<file path="config.mk">
export PLATFORM = sky130hd
export DESIGN_NAME = energy_vad_endpoint_detector
export DESIGN_NICKNAME = d
export VERILOG_FILES = /design/src/rtl/core/evad_pkg.sv /design/src/rtl/core/energy_vad_endpoint_detector.sv /design/src/rtl/core/evad_accum.sv /design/src/rtl/core/evad_ctrl.sv
export VERILOG_INCLUDE_DIRS = /design/src /design/src/rtl/core
export SDC_FILE = /design/constraint.sdc
export NUM_CORES = 1
export LEC_CHECK = 0
export BUFFER_PORTS_ARGS = -buffer_cell sky130_fd_sc_hd__buf_2
export CAP_MARGIN = 20
export CELL_PAD_IN_SITES_DETAIL_PLACEMENT = 1
export CELL_PAD_IN_SITES_GLOBAL_PLACEMENT = 1
export CORE_ASPECT_RATIO = 1.1
export CORE_UTILIZATION = 44
export CTS_BUF_LIST = sky130_fd_sc_hd__clkbuf_8
export DETAILED_ROUTE_END_ITERATION = 6
export PLACE_DENSITY = 0.8
export SYNTH_ARGS = -nofsm -noshare
export SYNTH_HDL_FRONTEND = slang
export SYNTH_SLANG_ARGS = --single-unit
export TNS_END_PERCENT = 5
</file>
<file path="constraint.sdc">
create_clock -name clk -period 9.1 [get_ports clk]
set_input_delay 0.91 -clock clk [delete_from_list [all_inputs] [get_ports clk]]
set_output_delay 0.91 -clock clk [all_outputs]
set_load 0.01 [all_outputs]
</file>
<file path="src/rtl/core/energy_vad_endpoint_detector_assert.svh">
// Assertion macros for the energy detector.
// Each macro takes a label, a clock, an active-low reset, an antecedent
// and a consequent.
`ifndef ENERGY_VAD_ENDPOINT_DETECTOR_ASSERT_SVH
`define ENERGY_VAD_ENDPOINT_DETECTOR_ASSERT_SVH

`ifndef SYNTHESIS

// Consequent must hold in the same cycle as the antecedent.
`define EVAD_ASSERT_NOW(label, clk, rst_n, ante, cons) \
  label: assert property (@(posedge clk) disable iff (!rst_n) (ante) |-> (cons)) \
    else $error("evad assertion failed");

// Consequent must hold in the cycle after the antecedent.
`define EVAD_ASSERT_NEXT(label, clk, rst_n, ante, cons) \
  label: assert property (@(posedge clk) disable iff (!rst_n) (ante) |=> (cons)) \
    else $error("evad assertion failed");

`else

`define EVAD_ASSERT_NOW(label, clk, rst_n, ante, cons)
`define EVAD_ASSERT_NEXT(label, clk, rst_n, ante, cons)

`endif

`endif

</file>
<file path="src/rtl/core/evad_pkg.sv">
package evad_pkg;

  localparam int MAX_FRAME_SAMPLES = 1024;
  localparam int HANG_FRAMES       = 12;

  localparam int SAMPLE_W = 16;
  localparam int CFG_W    = 16;
  localparam int TIME_W   = 32;
  localparam int HANG_W   = 4;
  localparam int FLAG_W   = 3;

  // Sample counter must hold MAX_FRAME_SAMPLES itself.
  localparam int CNT_W = $clog2(MAX_FRAME_SAMPLES + 1);
  // Both sums hold up to MAX_FRAME_SAMPLES values of 16 bits each.
  localparam int ACC_W = SAMPLE_W + CNT_W - 1;

  localparam logic [CNT_W-1:0]  MAX_CNT   = CNT_W'(MAX_FRAME_SAMPLES);
  localparam logic [HANG_W-1:0] HANG_LOAD = HANG_W'(HANG_FRAMES);

  // Register indexes on the configuration port.
  localparam int CFG_IDX_W = 3;
  localparam logic [CFG_IDX_W-1:0] REG_ENERGY_THRESHOLD = 3'd0;
  localparam logic [CFG_IDX_W-1:0] REG_SILENCE_FRAMES   = 3'd1;
  localparam logic [CFG_IDX_W-1:0] REG_LISTEN_FRAMES    = 3'd2;
  localparam logic [CFG_IDX_W-1:0] REG_NO_INPUT_TIMEOUT = 3'd3;
  localparam logic [CFG_IDX_W-1:0] REG_SPEECH_TIMEOUT   = 3'd4;
  localparam logic [CFG_IDX_W-1:0] REG_TIMERS_ENABLE    = 3'd5;

  // Reset values of the registers.
  localparam logic [CFG_W-1:0] RST_ENERGY_THRESHOLD = 16'd400;
  localparam logic [CFG_W-1:0] RST_SILENCE_FRAMES   = 16'd35;
  localparam logic [CFG_W-1:0] RST_LISTEN_FRAMES    = 16'd1;
  localparam logic [CFG_W-1:0] RST_NO_INPUT_TIMEOUT = 16'd4000;
  localparam logic [CFG_W-1:0] RST_SPEECH_TIMEOUT   = 16'd1000;

  // Latched flag bit positions.
  localparam int FLAG_STARTED  = 0;
  localparam int FLAG_SPEECH_TO = 1;
  localparam int FLAG_NOINPUT_TO = 2;

  typedef struct packed {
    logic [CFG_W-1:0] energy_threshold;
    logic [CFG_W-1:0] silence_frames;
    logic [CFG_W-1:0] listen_frames;
    logic [CFG_W-1:0] no_input_timeout_ms;
    logic [CFG_W-1:0] speech_timeout_ms;
    logic             timers_enable;
  } evad_cfg_t;

  typedef struct packed {
    logic                       command;
    logic signed [SAMPLE_W-1:0] sample;
    logic                       frame_end;
    logic [TIME_W-1:0]          now_ms;
  } evad_item_t;

  typedef struct packed {
    logic eval;
    logic loud;
  } evad_frame_t;

  typedef struct packed {
    logic stop;
    logic barge;
    logic speech_started;
    logic speech_timed_out;
    logic no_input_timed_out;
    logic listening;
  } evad_result_t;

endpackage

</file>
<file path="src/rtl/core/energy_vad_endpoint_detector.sv">
// Channel  Direction  Handshake          Beat contents
// in_      input      in_valid/in_stall  command, sample, frame_end, now_ms
// out_     output     out_valid/out_stall stop, barge, speech_started,
//                                         speech_timed_out, no_input_timed_out,
//                                         listening
// cfg_     input      cfg_valid/cfg_ready cfg_index, cfg_data
//
// One input beat is taken every cycle while in_stall is low. A beat passes
// an input register and is processed there; the output register then takes
// its result for out_. A single pass of accumulate, compare and state update
// lies between the two registers. Reset is synchronous and active low and
// loads the register defaults. A stalled result holds in the output register
// while the input register still takes one more beat; beats that make no
// result never wait in the input register.

`include "energy_vad_endpoint_detector_assert.svh"

module energy_vad_endpoint_detector (
  input  logic                                  clk,
  input  logic                                  rst_n,

  input  logic                                  in_valid,
  output logic                                  in_stall,
  input  logic                                  in_command,
  input  logic signed [evad_pkg::SAMPLE_W-1:0]  in_sample,
  input  logic                                  in_frame_end,
  input  logic [evad_pkg::TIME_W-1:0]           in_now_ms,

  output logic                                  out_valid,
  input  logic                                  out_stall,
  output logic                                  out_stop,
  output logic                                  out_barge,
  output logic                                  out_speech_started,
  output logic                                  out_speech_timed_out,
  output logic                                  out_no_input_timed_out,
  output logic                                  out_listening,

  input  logic                                  cfg_valid,
  output logic                                  cfg_ready,
  input  logic [evad_pkg::CFG_IDX_W-1:0]        cfg_index,
  input  logic [evad_pkg::CFG_W-1:0]            cfg_data
);

  // Configuration registers. Writes are taken in any cycle.
  evad_pkg::evad_cfg_t cfg_r, cfg_nxt;
  logic                cfg_write;

  assign cfg_ready = 1'b1;
  assign cfg_write = cfg_valid && cfg_ready;

  always_comb begin
    cfg_nxt = cfg_r;
    if (cfg_write) begin
      unique case (cfg_index)
        evad_pkg::REG_ENERGY_THRESHOLD: cfg_nxt.energy_threshold    = cfg_data;
        evad_pkg::REG_SILENCE_FRAMES:   cfg_nxt.silence_frames      = cfg_data;
        evad_pkg::REG_LISTEN_FRAMES:    cfg_nxt.listen_frames       = cfg_data;
        evad_pkg::REG_NO_INPUT_TIMEOUT: cfg_nxt.no_input_timeout_ms = cfg_data;
        evad_pkg::REG_SPEECH_TIMEOUT:   cfg_nxt.speech_timeout_ms   = cfg_data;
        evad_pkg::REG_TIMERS_ENABLE:    cfg_nxt.timers_enable       = cfg_data[0];
        default: ;
      endcase
    end
  end

  always_ff @(posedge clk) begin
    if (!rst_n) begin
      cfg_r.energy_threshold    <= evad_pkg::RST_ENERGY_THRESHOLD;
      cfg_r.silence_frames      <= evad_pkg::RST_SILENCE_FRAMES;
      cfg_r.listen_frames       <= evad_pkg::RST_LISTEN_FRAMES;
      cfg_r.no_input_timeout_ms <= evad_pkg::RST_NO_INPUT_TIMEOUT;
      cfg_r.speech_timeout_ms   <= evad_pkg::RST_SPEECH_TIMEOUT;
      cfg_r.timers_enable       <= 1'b0;
    end else begin
      cfg_r <= cfg_nxt;
    end
  end

  // Input register.
  evad_pkg::evad_item_t   s1_item_r;
  logic                   s1_valid_r, s1_valid_nxt;
  logic                   in_accept;
  logic                   s1_has_result;
  logic                   s1_adv;

  // Output register.
  evad_pkg::evad_result_t out_res_r;
  evad_pkg::evad_result_t result;
  evad_pkg::evad_frame_t  frame;
  logic                   out_valid_r, out_valid_nxt;
  logic                   out_load;

  // Only an audio beat that closes a frame makes a result; everything else
  // retires without touching the output register.
  assign s1_has_result = !s1_item_r.command && s1_item_r.frame_end;
  assign s1_adv        = s1_valid_r && (!s1_has_result || !out_valid_r || !out_stall);
  assign out_load      = s1_adv && s1_has_result;

  assign in_stall  = s1_valid_r && !s1_adv;
  assign in_accept = in_valid && !in_stall;

  always_comb begin
    s1_valid_nxt = s1_valid_r;
    if (in_accept) begin
      s1_valid_nxt = 1'b1;
    end else if (s1_adv) begin
      s1_valid_nxt = 1'b0;
    end
  end

  always_comb begin
    out_valid_nxt = out_valid_r;
    if (out_load) begin
      out_valid_nxt = 1'b1;
    end else if (out_valid_r && !out_stall) begin
      out_valid_nxt = 1'b0;
    end
  end

  always_ff @(posedge clk) begin
    if (!rst_n) begin
      s1_valid_r  <= 1'b0;
      out_valid_r <= 1'b0;
    end else begin
      s1_valid_r  <= s1_valid_nxt;
      out_valid_r <= out_valid_nxt;
    end
  end

  always_ff @(posedge clk) begin
    if (in_accept) begin
      s1_item_r.command   <= in_command;
      s1_item_r.sample    <= in_sample;
      s1_item_r.frame_end <= in_frame_end;
      s1_item_r.now_ms    <= in_now_ms;
    end
    if (out_load) begin
      out_res_r <= result;
    end
  end

  // Frame sums and loud decision.
  evad_accum u_accum (
    .clk              (clk),
    .rst_n            (rst_n),
    .step             (s1_adv),
    .item             (s1_item_r),
    .energy_threshold (cfg_r.energy_threshold),
    .frame            (frame)
  );

  // Loud and quiet counting, hang countdown, timeouts and latched flags.
  evad_ctrl u_ctrl (
    .clk    (clk),
    .rst_n  (rst_n),
    .step   (s1_adv),
    .item   (s1_item_r),
    .frame  (frame),
    .cfg    (cfg_r),
    .result (result)
  );

  assign out_valid              = out_valid_r;
  assign out_stop               = out_res_r.stop;
  assign out_barge              = out_res_r.barge;
  assign out_speech_started     = out_res_r.speech_started;
  assign out_speech_timed_out   = out_res_r.speech_timed_out;
  assign out_no_input_timed_out = out_res_r.no_input_timed_out;
  assign out_listening          = out_res_r.listening;

  // Barge-in always comes with speech started and a nonzero loud count.
  `EVAD_ASSERT_NOW(a_barge_flags, clk, rst_n, out_valid && out_barge,
                   out_speech_started && out_listening)
  // A loud frame clears the silence timer, so barge-in never ends an utterance.
  `EVAD_ASSERT_NOW(a_barge_no_stop, clk, rst_n, out_valid && out_barge, !out_stop)
  // The input side only stalls while the input register holds a waiting beat.
  `EVAD_ASSERT_NOW(a_stall_held, clk, rst_n, in_stall, s1_valid_r && s1_has_result)
  // A frame result that leaves the input register shows on the output next cycle.
  `EVAD_ASSERT_NEXT(a_result_shown, clk, rst_n, out_load, out_valid)

endmodule

</file>
<file path="src/rtl/core/evad_accum.sv">
module evad_accum (
  input  logic                             clk,
  input  logic                             rst_n,
  input  logic                             step,
  input  evad_pkg::evad_item_t             item,
  input  logic [evad_pkg::CFG_W-1:0]       energy_threshold,
  output evad_pkg::evad_frame_t            frame
);

  logic [evad_pkg::ACC_W-1:0]    amp_sum_r, amp_sum_nxt;
  logic [evad_pkg::ACC_W-1:0]    thr_sum_r, thr_sum_nxt;
  logic [evad_pkg::CNT_W-1:0]    count_r, count_nxt;
  logic [evad_pkg::SAMPLE_W-1:0] raw;
  logic [evad_pkg::SAMPLE_W-1:0] mag;
  logic [evad_pkg::ACC_W-1:0]    amp_add, thr_add;
  logic                          room;

  assign raw  = item.sample;
  // Two's complement magnitude; the most negative sample maps to 0x8000.
  assign mag  = raw[evad_pkg::SAMPLE_W-1] ? (~raw + 16'd1) : raw;
  assign room = count_r < evad_pkg::MAX_CNT;

  assign amp_add = room ? amp_sum_r + evad_pkg::ACC_W'(mag) : amp_sum_r;
  assign thr_add = room ? thr_sum_r + evad_pkg::ACC_W'(energy_threshold) : thr_sum_r;

  assign frame.eval = !item.command && item.frame_end;
  assign frame.loud = amp_add >= thr_add;

  always_comb begin
    amp_sum_nxt = amp_sum_r;
    thr_sum_nxt = thr_sum_r;
    count_nxt   = count_r;
    if (step && !item.command) begin
      if (item.frame_end) begin
        amp_sum_nxt = '0;
        thr_sum_nxt = '0;
        count_nxt   = '0;
      end else begin
        amp_sum_nxt = amp_add;
        thr_sum_nxt = thr_add;
        if (room) begin
          count_nxt = count_r + 1'b1;
        end
      end
    end
  end

  always_ff @(posedge clk) begin
    if (!rst_n) begin
      amp_sum_r <= '0;
      thr_sum_r <= '0;
      count_r   <= '0;
    end else begin
      amp_sum_r <= amp_sum_nxt;
      thr_sum_r <= thr_sum_nxt;
      count_r   <= count_nxt;
    end
  end

endmodule

</file>
<file path="src/rtl/core/evad_ctrl.sv">
module evad_ctrl (
  input  logic                  clk,
  input  logic                  rst_n,
  input  logic                  step,
  input  evad_pkg::evad_item_t  item,
  input  evad_pkg::evad_frame_t frame,
  input  evad_pkg::evad_cfg_t   cfg,
  output evad_pkg::evad_result_t result
);

  logic [evad_pkg::CFG_W-1:0]  loud_count_r, loud_count_nxt;
  logic [evad_pkg::CFG_W-1:0]  quiet_left_r, quiet_left_nxt;
  logic [evad_pkg::HANG_W-1:0] hang_left_r, hang_left_nxt;
  logic [evad_pkg::TIME_W-1:0] silence_start_r, silence_start_nxt;
  logic                        silence_running_r, silence_running_nxt;
  logic [evad_pkg::FLAG_W-1:0] flags_r, flags_nxt;
  logic [evad_pkg::TIME_W-1:0] elapsed;
  logic                        stop, barge, timed_out;

  always_comb begin
    loud_count_nxt      = loud_count_r;
    quiet_left_nxt      = quiet_left_r;
    hang_left_nxt       = hang_left_r;
    silence_start_nxt   = silence_start_r;
    silence_running_nxt = silence_running_r;
    flags_nxt           = flags_r;
    elapsed             = '0;
    stop                = 1'b0;
    barge               = 1'b0;
    timed_out           = 1'b0;
    if (step) begin
      if (item.command) begin
        flags_nxt           = '0;
        silence_start_nxt   = item.now_ms;
        silence_running_nxt = 1'b1;
      end else if (frame.eval) begin
        if (hang_left_r != '0) begin
          // Hang countdown: the frame itself is not judged.
          hang_left_nxt = hang_left_r - 1'b1;
          if (hang_left_nxt == '0) begin
            quiet_left_nxt = cfg.silence_frames;
            loud_count_nxt = '0;
            stop           = 1'b1;
          end
        end else begin
          if (frame.loud) begin
            if (loud_count_r != '1) begin
              loud_count_nxt = loud_count_r + 1'b1;
              if (loud_count_r == '0) begin
                barge                             = 1'b1;
                flags_nxt[evad_pkg::FLAG_STARTED] = 1'b1;
              end
            end
            silence_running_nxt = 1'b0;
          end else if (!silence_running_r) begin
            silence_start_nxt   = item.now_ms;
            silence_running_nxt = 1'b1;
          end

          elapsed = item.now_ms - silence_start_nxt;
          if (silence_running_nxt && cfg.timers_enable) begin
            if (flags_nxt[evad_pkg::FLAG_STARTED]) begin
              if (cfg.speech_timeout_ms != '0 && !flags_nxt[evad_pkg::FLAG_SPEECH_TO] &&
                  elapsed >= evad_pkg::TIME_W'(cfg.speech_timeout_ms)) begin
                flags_nxt[evad_pkg::FLAG_SPEECH_TO] = 1'b1;
                timed_out                           = 1'b1;
              end
            end else begin
              if (cfg.no_input_timeout_ms != '0 && !flags_nxt[evad_pkg::FLAG_NOINPUT_TO] &&
                  elapsed >= evad_pkg::TIME_W'(cfg.no_input_timeout_ms)) begin
                flags_nxt[evad_pkg::FLAG_NOINPUT_TO] = 1'b1;
                timed_out                            = 1'b1;
              end
            end
          end

          if (timed_out) begin
            // A timeout ends the utterance and skips quiet frame counting.
            loud_count_nxt = '0;
            stop           = 1'b1;
          end else if (loud_count_nxt > cfg.listen_frames && !frame.loud) begin
            if (quiet_left_r <= 16'd1) begin
              quiet_left_nxt = '0;
              hang_left_nxt  = evad_pkg::HANG_LOAD;
            end else begin
              quiet_left_nxt = quiet_left_r - 1'b1;
            end
          end else begin
            quiet_left_nxt = cfg.silence_frames;
          end
        end
      end
    end
  end

  assign result.stop               = stop;
  assign result.barge              = barge;
  assign result.speech_started     = flags_nxt[evad_pkg::FLAG_STARTED];
  assign result.speech_timed_out   = flags_nxt[evad_pkg::FLAG_SPEECH_TO];
  assign result.no_input_timed_out = flags_nxt[evad_pkg::FLAG_NOINPUT_TO];
  assign result.listening          = loud_count_nxt != '0;

  always_ff @(posedge clk) begin
    if (!rst_n) begin
      loud_count_r      <= '0;
      quiet_left_r      <= evad_pkg::RST_SILENCE_FRAMES;
      hang_left_r       <= '0;
      silence_start_r   <= '0;
      silence_running_r <= 1'b0;
      flags_r           <= '0;
    end else begin
      loud_count_r      <= loud_count_nxt;
      quiet_left_r      <= quiet_left_nxt;
      hang_left_r       <= hang_left_nxt;
      silence_start_r   <= silence_start_nxt;
      silence_running_r <= silence_running_nxt;
      flags_r           <= flags_nxt;
    end
  end

endmodule
</file>
==> results of run 1 <==
==> worst paths after layout <==
kind,cells past startpoint,endpoint,slack (ns)
min reg2reg,2,u_ctrl.silence_start_r[17],0.45
max,47,u_ctrl.quiet_left_r[9],-0.09
min,1,s1_item_r[35],0.42
max reg2reg,47,u_ctrl.quiet_left_r[9],-0.09
==> metrics by stage <==
| step | total power, uW | TNS, ns |
|---|---|---|
| 2_1_floorplan | 1990 | 0 |
| 3_3_place_gp | 2310 | 0 |
| 3_5_place_dp | 2350 | -11.68 |
| 4_1_cts | 3700 | 0 |
| 5_1_grt | 4020 | -13.68 |
| 6_report | 3830 | -0.943 |
==> worst register-to-register path, delay by kind of cell, from the launching register on <==
family | cells | cell delay (ns)
AO/OA/AOI/OAI | 23 | 4.21
XOR/XNOR | 2 | 0.29
adder cells (fa/ha/maj) | 5 | 1.38
buffers and inverters | 6 | 0.98
flip-flops | 1 | 0.41
multiplexers | 1 | 0.27
AND/OR/NAND/NOR | 10 | 1.48
==> metal layers <==
layer / vias up / global-route usage (%) / share of wire (%)
met5: - / 0 / 0
li1: 7963 / - / -
met3: 139 / 4.67 / 4.1
met4: 0 / 9.61 / 3.4
met1: 8270 / 32.4 / 42
met2: 372 / 49.1 / 50
==> cells in the final DEF (no fill, tap or decap), types with 47 or more instances in the layout <==
cell type and n:
dfxtp_1 218, nand2_1 359, o21ai_0 74, a21oi_1 210, nand3_1 47, buf_4 125
buf_2 81, clkbuf_8 64, xnor2_1 69, edfxtp_1 56, ha_1 137, nor2_1 161
inv_1 103
==> state kept, by name, summed over array words and instances, names as in the netlist <==
register / count
u_ctrl.loud_count_r: 16
out_speech_started: 1
out_speech_timed_out: 1
out_no_input_timed_out: 1
u_ctrl.silence_start_r: 32
s1_item_r: 50
out_valid: 1
s1_valid_r: 1
u_ctrl.silence_running_r: 1
out_barge: 1
cfg_r: 81
u_accum.thr_sum_r: 26
u_ctrl.quiet_left_r: 16
out_listening: 1
u_accum.count_r: 11
u_ctrl.hang_left_r: 4
out_stop: 1
u_accum.amp_sum_r: 26
u_ctrl.flags_r: 3
==> area by class of cell <==
class / instances / area, um^2
clock inverter: 31 / 231
fill: 4655 / 18100
inverter: 88 / 335
sequential: 274 / 6050
tap: 507 / 634
timing repair buffer: 222 / 1580
multi-input combinational: 1678 / 11200
clock buffer: 64 / 881
==> power by group through the flow <==
stage / sequential (uW) / clock (uW) / combinational, uW
detailed placement: 1330 / 0 / 1020
floorplan: 1320 / 0 / 672
global placement: 1330 / 0 / 983
finish: 1310 / 1300 / 1220
CTS: 1310 / 1340 / 1050
global route: 1310 / 1390 / 1320
==> cell families (layout without fill, tap and decap cells) <==
| logic type | count (synthesis) | count (layout) |
|---|---|---|
| AOI/OAI and AO/OA | 561 | 561 |
| xor gates and xnor gates | 109 | 109 |
| adders and majority gates | 148 | 148 |
| buffers and inverters | 192 | 405 |
| DFF | 274 | 274 |
| muxes | 37 | 37 |
| other | 1 | 1 |
| and+or+nand+nor | 822 | 822 |
==> what timing repair did <==
item                       4_1_cts  5_1_grt
buffers inserted                 9       28
pin swaps                       18       86
resized for setup               26      112
cloned                           0        1
hold buffers                     0        0
setup endpoints to repair       40       40
==> results.tsv, run 1 <==
stage	metric	value	unit
status	status	finished with violations	
status	violations	design-rule violations, negative setup slack	
floorplanning	die_area	40400	um^2
pwr	internal-power	2530	uW
synthesis	ys_types	84	
synthesis	postSynth.asyncResetShare	0	%
floorplanning	start_util	44.6	%
placed_design	pre_cts_slack	-0.392	ns
worst_setup_path	crit_family	compound AO/OA/AOI/OAI gates	
route	avgRoutedWirePerCell	20.0	um
worst_setup_path	start_kind	flop	
synthesis	synth_seq_cells	274	
placed_design	dpl.cell_count	2730	
layout	diodes	0	
sta	drv_slew	0	
pwr	vdd_drop_max	139	uV
sta	slew_headroom	31.1	%
layout	syn_to_final_growth	20.2	%
synthesis	yosysMostFrequentCell	nand2_1	
clock_network	cts_made_buffers	52	
clock_network	cts.sinks	274	
route	vias	16700	
clock_network	cts_buffer_depth	3	
hold_path	min_path_type	in -> reg	
floorplanning	core	39100	um^2
worst_setup_path	reg2reg_from	s1_item_r[33]	
worst_setup_path	cp_slowest_cell	edfxtp_1	
pwr	leakage	0.00855	uW
layout	drive_above_1_share	18.5	%
synthesis	synth_top_family_by_area	simple AND/OR/NAND/NOR gates	
sta	fin_skew	0.0566	ns
synthesis	synthTopCellsByArea	dfxtp_1 (25%), ha_1 (10%), edfxtp_1 (9.7%)	
pwr	power.density	183	nW/um^2
worst_setup_path	critPathCaptureType	flop	
worst_setup_path	worstSetupPathType	reg -> reg	
sta	min_period_over_period	101	%
synthesis	avgSynthCellArea	8.12	um^2
synthesis	synth_edf_count	56	
placed_design	place_congestion	0.892	
pwr	pwr-share-clk	34.1	%
worst_setup_path	path_max_fanout	8	
sta	worstMarginPinSlew	1.03	ns
route	drc_errors	1	
global_route	grt_pass1_wl	88000	um
worst_setup_path	required	9.59	ns
sta	post-route-min-period	9.19	ns
global_route	grt_pass1_vias	17300	
hold_path	hp-start	in_sample[2]	
sta	layout_setup_ws	-0.0906	ns
synthesis	yosys.area_share.simple	21.8	%
layout	final_cells	2864	
pwr	seqPwrFrac	34.2	%
pwr	power.switching	1290	uW
floorplanning	die_height	211	um
route	wl	57200	um
placed_design	post_dp_cell_area	18900	um^2
placed_design	portBuffers	81	
synthesis	synth_mux_area_share	2.16	%
layout	final_core_utilization	53.6	%
synthesis	syn_area	17400	um^2
floorplanning	rows	76	
synthesis	synth_largest_area_cell	dfxtp_1	
layout	layout.nets	2537	
route	drt-initial-drc-count	824	
synthesis	synthAdderAreaFrac	10.7	%
global_route	grt_usage	27.3	%
route	drtAntennaViolNets	0	
synthesis	synthCells	2144	
job	drv_cap	0	
sta	hold_violations	0	
floorplanning	die_w	192	um
worst_setup_path	cpPeakStageDelay	0.41	ns
pwr	power_frac_comb	31.8	%
route	dr.pass1.iters	7	
layout	fin_area	20900	um^2
worst_setup_path	cp.buffers_inverters	6	
clock_network	clk_latency	0.68	ns
floorplanning	io_pins	83	
placed_design	hpwlAfterDp	39800	um
global_route	grt_overflow	0	
clock_network	root_buffer	clkbuf_8	
sta	max_freq	109	MHz
synthesis	yosys_most_used_dff	dfxtp_1	
worst_setup_path	arrival	9.68	ns
route	viasPerCell	5.85	
clock_network	clk_pin_slew_worst_paths	0.06	ns
pwr	sw_frac_of_total	33.8	%
sta	whs	0.419	ns
worst_setup_path	startpoint	s1_item_r[33]	
clock_network	cts_tree	done	
global_route	grt_max_degree	66	
synthesis	syn-num-nets	2365	
synthesis	synth-xor-area-share	5.48	%
sta	final-setup-viol-count	15	
synthesis	yosys_warnings	0	
clock_network	h-tree-depth	2	
synthesis	yosysSeqAreaShare	34.7	%
global_route	antenna_found_initial	0	
synthesis	synth_compound_area_share	20.7	%
sta	grt_setup_unrepaired	yes	
synthesis	synth_commonest_cells	nand2_1 (362), a21oi_1 (223), dfxtp_1 (218)	
synthesis	yosysTopAreaCellShare	25.1	%
Power figures use the tool's default switching activity.
==> run 2, diff against run 1 <==
--- a/config.mk
+++ b/config.mk
@@ -6,15 +6,16 @@
 export SDC_FILE = /design/constraint.sdc
 export NUM_CORES = 1
 export LEC_CHECK = 0
+export ABC_AREA = 1
 export BUFFER_PORTS_ARGS = -buffer_cell sky130_fd_sc_hd__buf_2
 export CAP_MARGIN = 20
 export CELL_PAD_IN_SITES_DETAIL_PLACEMENT = 1
 export CELL_PAD_IN_SITES_GLOBAL_PLACEMENT = 1
 export CORE_ASPECT_RATIO = 1.1
-export CORE_UTILIZATION = 44
+export CORE_UTILIZATION = 43
 export CTS_BUF_LIST = sky130_fd_sc_hd__clkbuf_8
 export DETAILED_ROUTE_END_ITERATION = 6
-export PLACE_DENSITY = 0.8
+export PLACE_DENSITY = 0.81
 export SYNTH_ARGS = -nofsm -noshare
 export SYNTH_HDL_FRONTEND = slang
 export SYNTH_SLANG_ARGS = --single-unit
==> results.tsv, run 2 <==
stage	metric	value	unit
layout	top_register	cfg_r	
floorplanning	core	40500	um^2
global_route	busiest_layer	met2	
worst_setup_path	path_max_fanout	8	
route	dr.pass1.iters	5	
synthesis	yosysSeqAreaShare	34.1	%
clock_network	cts.sinks	274	
hold_path	min_path_type	in -> reg	
route	viasPerCell	5.46	
sta	layout_setup_ws	0.135	ns
sta	hold_violations	0	
synthesis	synth_commonest_cells	nand2_1 (545), inv_1 (308), a21oi_1 (281)	
global_route	grt_max_degree	92	
sta	fin_skew	0.0222	ns
worst_setup_path	reg2reg_from	s1_item_r[34]	
route	avgRoutedWirePerCell	17.8	um
worst_setup_path	required	9.68	ns
worst_setup_path	start_kind	flop	
floorplanning	start_util	43.9	%
floorplanning	die_w	196	um
global_route	grt_usage	26.0	%
worst_setup_path	worstSetupPathType	reg -> reg	
sta	grt_setup_unrepaired	yes	
global_route	grt_pass1_vias	17900	
synthesis	avgSynthCellArea	7.12	um^2
job	drv_cap	0	
layout	drive_above_1_share	15.4	%
layout	final_common_cell	nand2_1	
route	drt-initial-drc-count	716	
worst_setup_path	worst_path_most_repeated_cell	nand2_2	
sta	final-setup-viol-count	0	
route	vias	17300	
placed_design	hpwlAfterDp	39900	um
synthesis	synthCells	2492	
worst_setup_path	cpPeakStageDelay	0.43	ns
synthesis	synth_mux_area_share	1.52	%
status	status	finished, final reports clean	
synthesis	postSynth.asyncResetShare	0	%
worst_setup_path	arrival	9.55	ns
synthesis	synth_top_family_by_area	simple AND/OR/NAND/NOR gates	
layout	mostFrequentLayoutCells	nand2_1 (506), inv_1 (316), a21oi_1 (267)	
layout	final_cells	3161	
global_route	antenna_found_initial	0	
placed_design	dpl.cell_count	3029	
synthesis	yosysMostFrequentCell	nand2_1	
worst_setup_path	reg2regPathDepth	62	
synthesis	yosys_warnings	0	
synthesis	synth_seq_cells	274	
global_route	grt.met1_usage	31.1	%
layout	largest_reg_flops	81	
layout	diodes	0	
synthesis	syn_area	17800	um^2
placed_design	portBuffers	81	
sta	drv_slew	0	
synthesis	yosys.area_share.simple	25.0	%
floorplanning	io_pins	83	
pwr	vdd_drop_max	137	uV
route	drtAntennaViolNets	0	
placed_design	pre_cts_slack	-0.427	ns
layout	fillers	5115	
hold_path	min_to	s1_item_r[42]	
synthesis	synth_largest_area_cell	dfxtp_1	
sta	worstMarginPinSlew	0.960	ns
layout	syn_to_final_growth	16.6	%
global_route	met2_usage	47.2	%
hold_path	hold_depth	1	
hold_path	hp-start	in_sample[9]	
clock_network	ctsHoldBuffers	0	
layout	layout.nets	2828	
floorplanning	die_area	42100	um^2
sta	min_period_over_period	98.5	%
placed_design	post_dp_cell_area	18600	um^2
clock_network	clk_pin_slew_worst_paths	0.06	ns
worst_setup_path	cp_slowest_cell	edfxtp_1	
clock_network	cts_buffer_depth	3	
placed_design	place_congestion	0.850	
route	wl	56300	um
pwr	leakage	0.00939	uW
clock_network	root_buffer	clkbuf_8	
floorplanning	die_height	215	um
global_route	grt_pass1_wl	89200	um
layout	reg_top3	cfg_r x81, s1_item_r x50, u_ctrl.silence_start_r x32	
pwr	power.density	182	nW/um^2
clock_network	clk_latency	0.66	ns
sta	setup_tns	0	ns
synthesis	yosysTopAreaCellShare	24.6	%
global_route	grt_overflow	0	
synthesis	yosys_most_used_dff	dfxtp_1	
worst_setup_path	r2r_slack	0.13	ns
layout	fin_area	20700	um^2
synthesis	synthAdderAreaFrac	10.5	%
global_route	grtUsageMet3	4.06	%
sta	max_freq	112	MHz
synthesis	synth_compound_area_share	16.6	%
synthesis	synth-xor-area-share	3.50	%
worst_setup_path	r2r-end	u_ctrl.quiet_left_r[12]	
synthesis	synthTopCellsByArea	dfxtp_1 (25%), nand2_1 (12%), ha_1 (10%)	
floorplanning	rows	77	
clock_network	cts_tree	done	
sta	slew_headroom	35.7	%
clock_network	h-tree-depth	2	
synthesis	ys_types	56	
route	drc_errors	0	
worst_setup_path	critPathCaptureType	flop	
clock_network	cts_made_buffers	51	
sta	post-route-min-period	8.97	ns
synthesis	syn-num-nets	2713	
synthesis	synth_edf_count	56	
run 2: stage by stage:
stage | utilization, % | total power, uW | hold WS (ns)
global route | 51.2 | 3980 | 0.391
CTS | 49.1 | 3670 | 0.379
floorplan | - | 2040 | 0.424
detailed placement | 46.0 | 2310 | 0.447
finish | 51.2 | 3760 | 0.428
global placement | 46.0 | 2270 | 0.442
run 2: critical path: cells and delay by family (launching register included):
kind,cells,cell delay [ns]
adder cells (fa/ha/maj),5,1.40
buffers and inverters,8,0.83
AO/OA/AOI/OAI,14,2.01
XOR/XNOR,3,0.62
AND/OR/NAND/NOR,32,3.61
flip-flops,1,0.43
run 2: how the worst max path moves through the flow:
stage | startpoint | to | slack (ns) | depth (start not counted)
floorplan | s1_item_r[33] | u_ctrl.quiet_left_r[7] | 0.76 | 65
global placement | s1_item_r[34] | u_ctrl.quiet_left_r[2] | 0.01 | 63
detailed placement | s1_item_r[34] | out_listening | -0.43 | 63
CTS | s1_item_r[34] | u_ctrl.quiet_left_r[10] | 0.003 | 67
global route | s1_item_r[34] | u_ctrl.quiet_left_r[2] | -0.35 | 64
finish | s1_item_r[34] | u_ctrl.quiet_left_r[12] | 0.13 | 62
run 2: logic make-up (layout without fill, tap and decap cells):
| kind of cell | count (synthesis) | after routing |
|---|---|---|
| AND/OR/NAND/NOR | 1025 | 1026 |
| AO/OA/AOI/OAI | 545 | 545 |
| XOR/XNOR | 71 | 71 |
| buffers and inverters | 402 | 557 |
| flip-flops | 274 | 274 |
| other | 1 | 1 |
| multiplexers | 27 | 27 |
| adder cells (fa/ha/maj) | 147 | 147 |
run 2: metal layers:
| metal | routed length, um | up-vias |
|---|---|---|
| li1 | - | 8475 |
| met1 | 24100 | 8381 |
| met2 | 28300 | 301 |
| met3 | 2080 | 107 |
| met4 | 1780 | 0 |
| met5 | 0 | - |
run 2: what timing repair did:
item / 4_1_cts / 5_1_grt
gates cloned: 1 / 3
gates resized for setup: 22 / 131
endpoints found under the setup margin: 42 / 42
buffers inserted: 4 / 29
pin swaps: 8 / 65
run 2: final cells by class:
cell class | instances | area, um^2 | area share [%]
clock buffers | 70 | 963 | 4.65
well taps | 513 | 642 | 3.10
flip-flops and latches | 274 | 6050 | 29.2
clock inverters | 24 | 166 | 0.804
repair buffers | 142 | 968 | 4.68
multi-input cells | 1817 | 10700 | 51.7
inverters | 321 | 1210 | 5.86
run 2: report_power, final:
group	total (uW)	leakage [uW]	switching [uW]	internal, uW
clock	1310	0.000639	572	742
combinational	1140	0.00644	706	431
sequential	1310	0.00231	29.2	1280
total	3760	0.00939	1310	2450
==> run 3, diff against run 2 <==
--- a/config.mk
+++ b/config.mk
@@ -16,6 +16,7 @@
 export CTS_BUF_LIST = sky130_fd_sc_hd__clkbuf_8
 export DETAILED_ROUTE_END_ITERATION = 6
 export PLACE_DENSITY = 0.81
+export SETUP_SLACK_MARGIN = 0.3
 export SYNTH_ARGS = -nofsm -noshare
 export SYNTH_HDL_FRONTEND = slang
 export SYNTH_SLANG_ARGS = --single-unit
==> results.tsv, run 3 (same netlist as run 2, synthesis figures left out) <==
stage	metric	value	unit
hold_path	min_to	s1_item_r[37]	
global_route	grtUsageMet3	4.06	%
layout	mostFrequentLayoutCells	nand2_1 (525), inv_1 (316), a21oi_1 (268)	
clock_network	cts.sinks	274	
clock_network	ctsHoldBuffers	0	
worst_setup_path	critPathCaptureType	flop	
worst_setup_path	arrival	9.27	ns
route	avgRoutedWirePerCell	17.9	um
worst_setup_path	cp.buffers_inverters	7	
global_route	busiest_layer	met2	
global_route	grt_pass1_wl	90100	um
sta	final-setup-viol-count	0	
layout	fillers	5143	
global_route	grt.met1_usage	31.1	%
global_route	grt_overflow	0	
placed_design	portBuffers	81	
route	dr.pass1.iters	5	
floorplanning	die_height	215	um
global_route	grt_max_degree	92	
route	drc_errors	0	
global_route	antenna_found_initial	0	
sta	max_freq	114	MHz
layout	reg_top3	cfg_r x81, s1_item_r x50, u_ctrl.silence_start_r x32	
clock_network	cts_made_buffers	51	
worst_setup_path	cpPeakStageDelay	0.41	ns
worst_setup_path	worstSetupPathType	reg -> reg	
route	viasPerCell	5.47	
worst_setup_path	path_max_fanout	8	
layout	final_core_utilization	50.8	%
worst_setup_path	required	9.61	ns
worst_setup_path	start_kind	flop	
floorplanning	die_area	42100	um^2
layout	multi_input_area	10600	um^2
worst_setup_path	r2r-end	out_listening	
worst_setup_path	cp_slowest_cell	edfxtp_1	
layout	largest_reg_flops	81	
worst_setup_path	crit_family	simple AND/OR/NAND/NOR gates	
route	drt-initial-drc-count	638	
route	vias	17300	
clock_network	clk_pin_slew_worst_paths	0.06	ns
pwr	finalPower	3730	uW
job	drv_cap	0	
floorplanning	die_w	196	um
placed_design	post_dp_cell_area	18600	um^2
worst_setup_path	r2r_slack	0.34	ns
worst_setup_path	reg2reg_from	s1_item_r[34]	
sta	setup_tns	0	ns
floorplanning	io_pins	83	
global_route	grt_pass1_vias	18000	
layout	layout.nets	2825	
sta	layout_setup_ws	0.340	ns
floorplanning	core	40500	um^2
clock_network	clk_latency	0.65	ns
sta	post-route-min-period	8.76	ns
hold_path	hold_depth	1	
layout	regArea	6050	um^2
placed_design	pre_cts_slack	-0.427	ns
sta	min_period_over_period	96.3	%
layout	drive_above_1_share	14.4	%
pwr	leakage	0.00936	uW
layout	fin_area	20500	um^2
route	wl	56500	um
clock_network	root_buffer	clkbuf_8	
clock_network	cts_buffer_depth	3	
layout	syn_to_final_growth	15.8	%
sta	worstMarginPinSlew	0.962	ns
pwr	vdd_drop_max	134	uV
hold_path	hp-start	in_sample[4]	
sta	slew_headroom	35.7	%
hold_path	min_path_type	in -> reg	
global_route	met2_usage	48.2	%
worst_setup_path	worst_path_most_repeated_cell	nand2_2	
placed_design	place_congestion	0.850	
route	drtAntennaViolNets	0	
sta	fin_skew	0.0217	ns
clock_network	h-tree-depth	2	
clock_network	cts_tree	done	
worst_setup_path	reg2regPathDepth	61	
status	status	finished, final reports clean	
pwr	power.density	182	nW/um^2
placed_design	hpwlAfterDp	39900	um
sta	hold_violations	0	
sta	grt_setup_unrepaired	yes	
layout	diodes	0	
floorplanning	rows	77	
global_route	grt_usage	26.3	%
floorplanning	start_util	43.9	%
sta	drv_slew	0	
layout	top_register	cfg_r	
layout	final_common_cell	nand2_1	
-- run 3: area by class of cell --
type                    instances  share of cell area (%)
clock buffers                  70                    4.69
clock inverters                24                   0.810
inverters                     321                    5.88
multi-input cells            1817                    51.5
flip-flops and latches        274                    29.4
well taps                     513                    3.12
repair buffers                139                    4.57
-- run 3: where the power goes --
group | total (uW) | switching [uW] | internal, uW
Sequential | 1310 | 29.5 | 1280
Clock | 1310 | 572 | 742
Combinational | 1110 | 694 | 413
-- run 3: worst max-delay path by stage --
stage	cells past startpoint	to	startpoint	slack, ns
finish	61	out_listening	s1_item_r[34]	0.34
global route	62	out_listening	s1_item_r[33]	-0.21
CTS	66	u_ctrl.flags_r[1]	s1_item_r[34]	0.30
detailed placement	63	out_listening	s1_item_r[34]	-0.43
global placement	63	u_ctrl.quiet_left_r[2]	s1_item_r[34]	0.01
floorplan	65	u_ctrl.quiet_left_r[7]	s1_item_r[33]	0.76
-- run 3: routing by layer --
layer  vias up  wire length [um]
met3       102              2180
met4         0              1680
li1       8466                 -
met1      8382             24200
met5         -                 0
met2       311             28400
-- run 3: repair_timing --
| item | 4_1_cts | 5_1_grt |
|---|---|---|
| hold endpoints to repair | 0 | 0 |
| resized for setup | 41 | 76 |
| pin swaps | 13 | 35 |
| endpoints found under the setup margin | 42 | 42 |
| cloned | 1 | 2 |
| setup buffers | 12 | 19 |
-- run 3: stage by stage --
step	std cells	hold slack, ns
2_1_floorplan	2492	0.424
3_3_place_gp	3029	0.442
3_5_place_dp	3029	0.447
4_1_cts	3136	0.379
5_1_grt	3158	0.391
6_report	3158	0.432
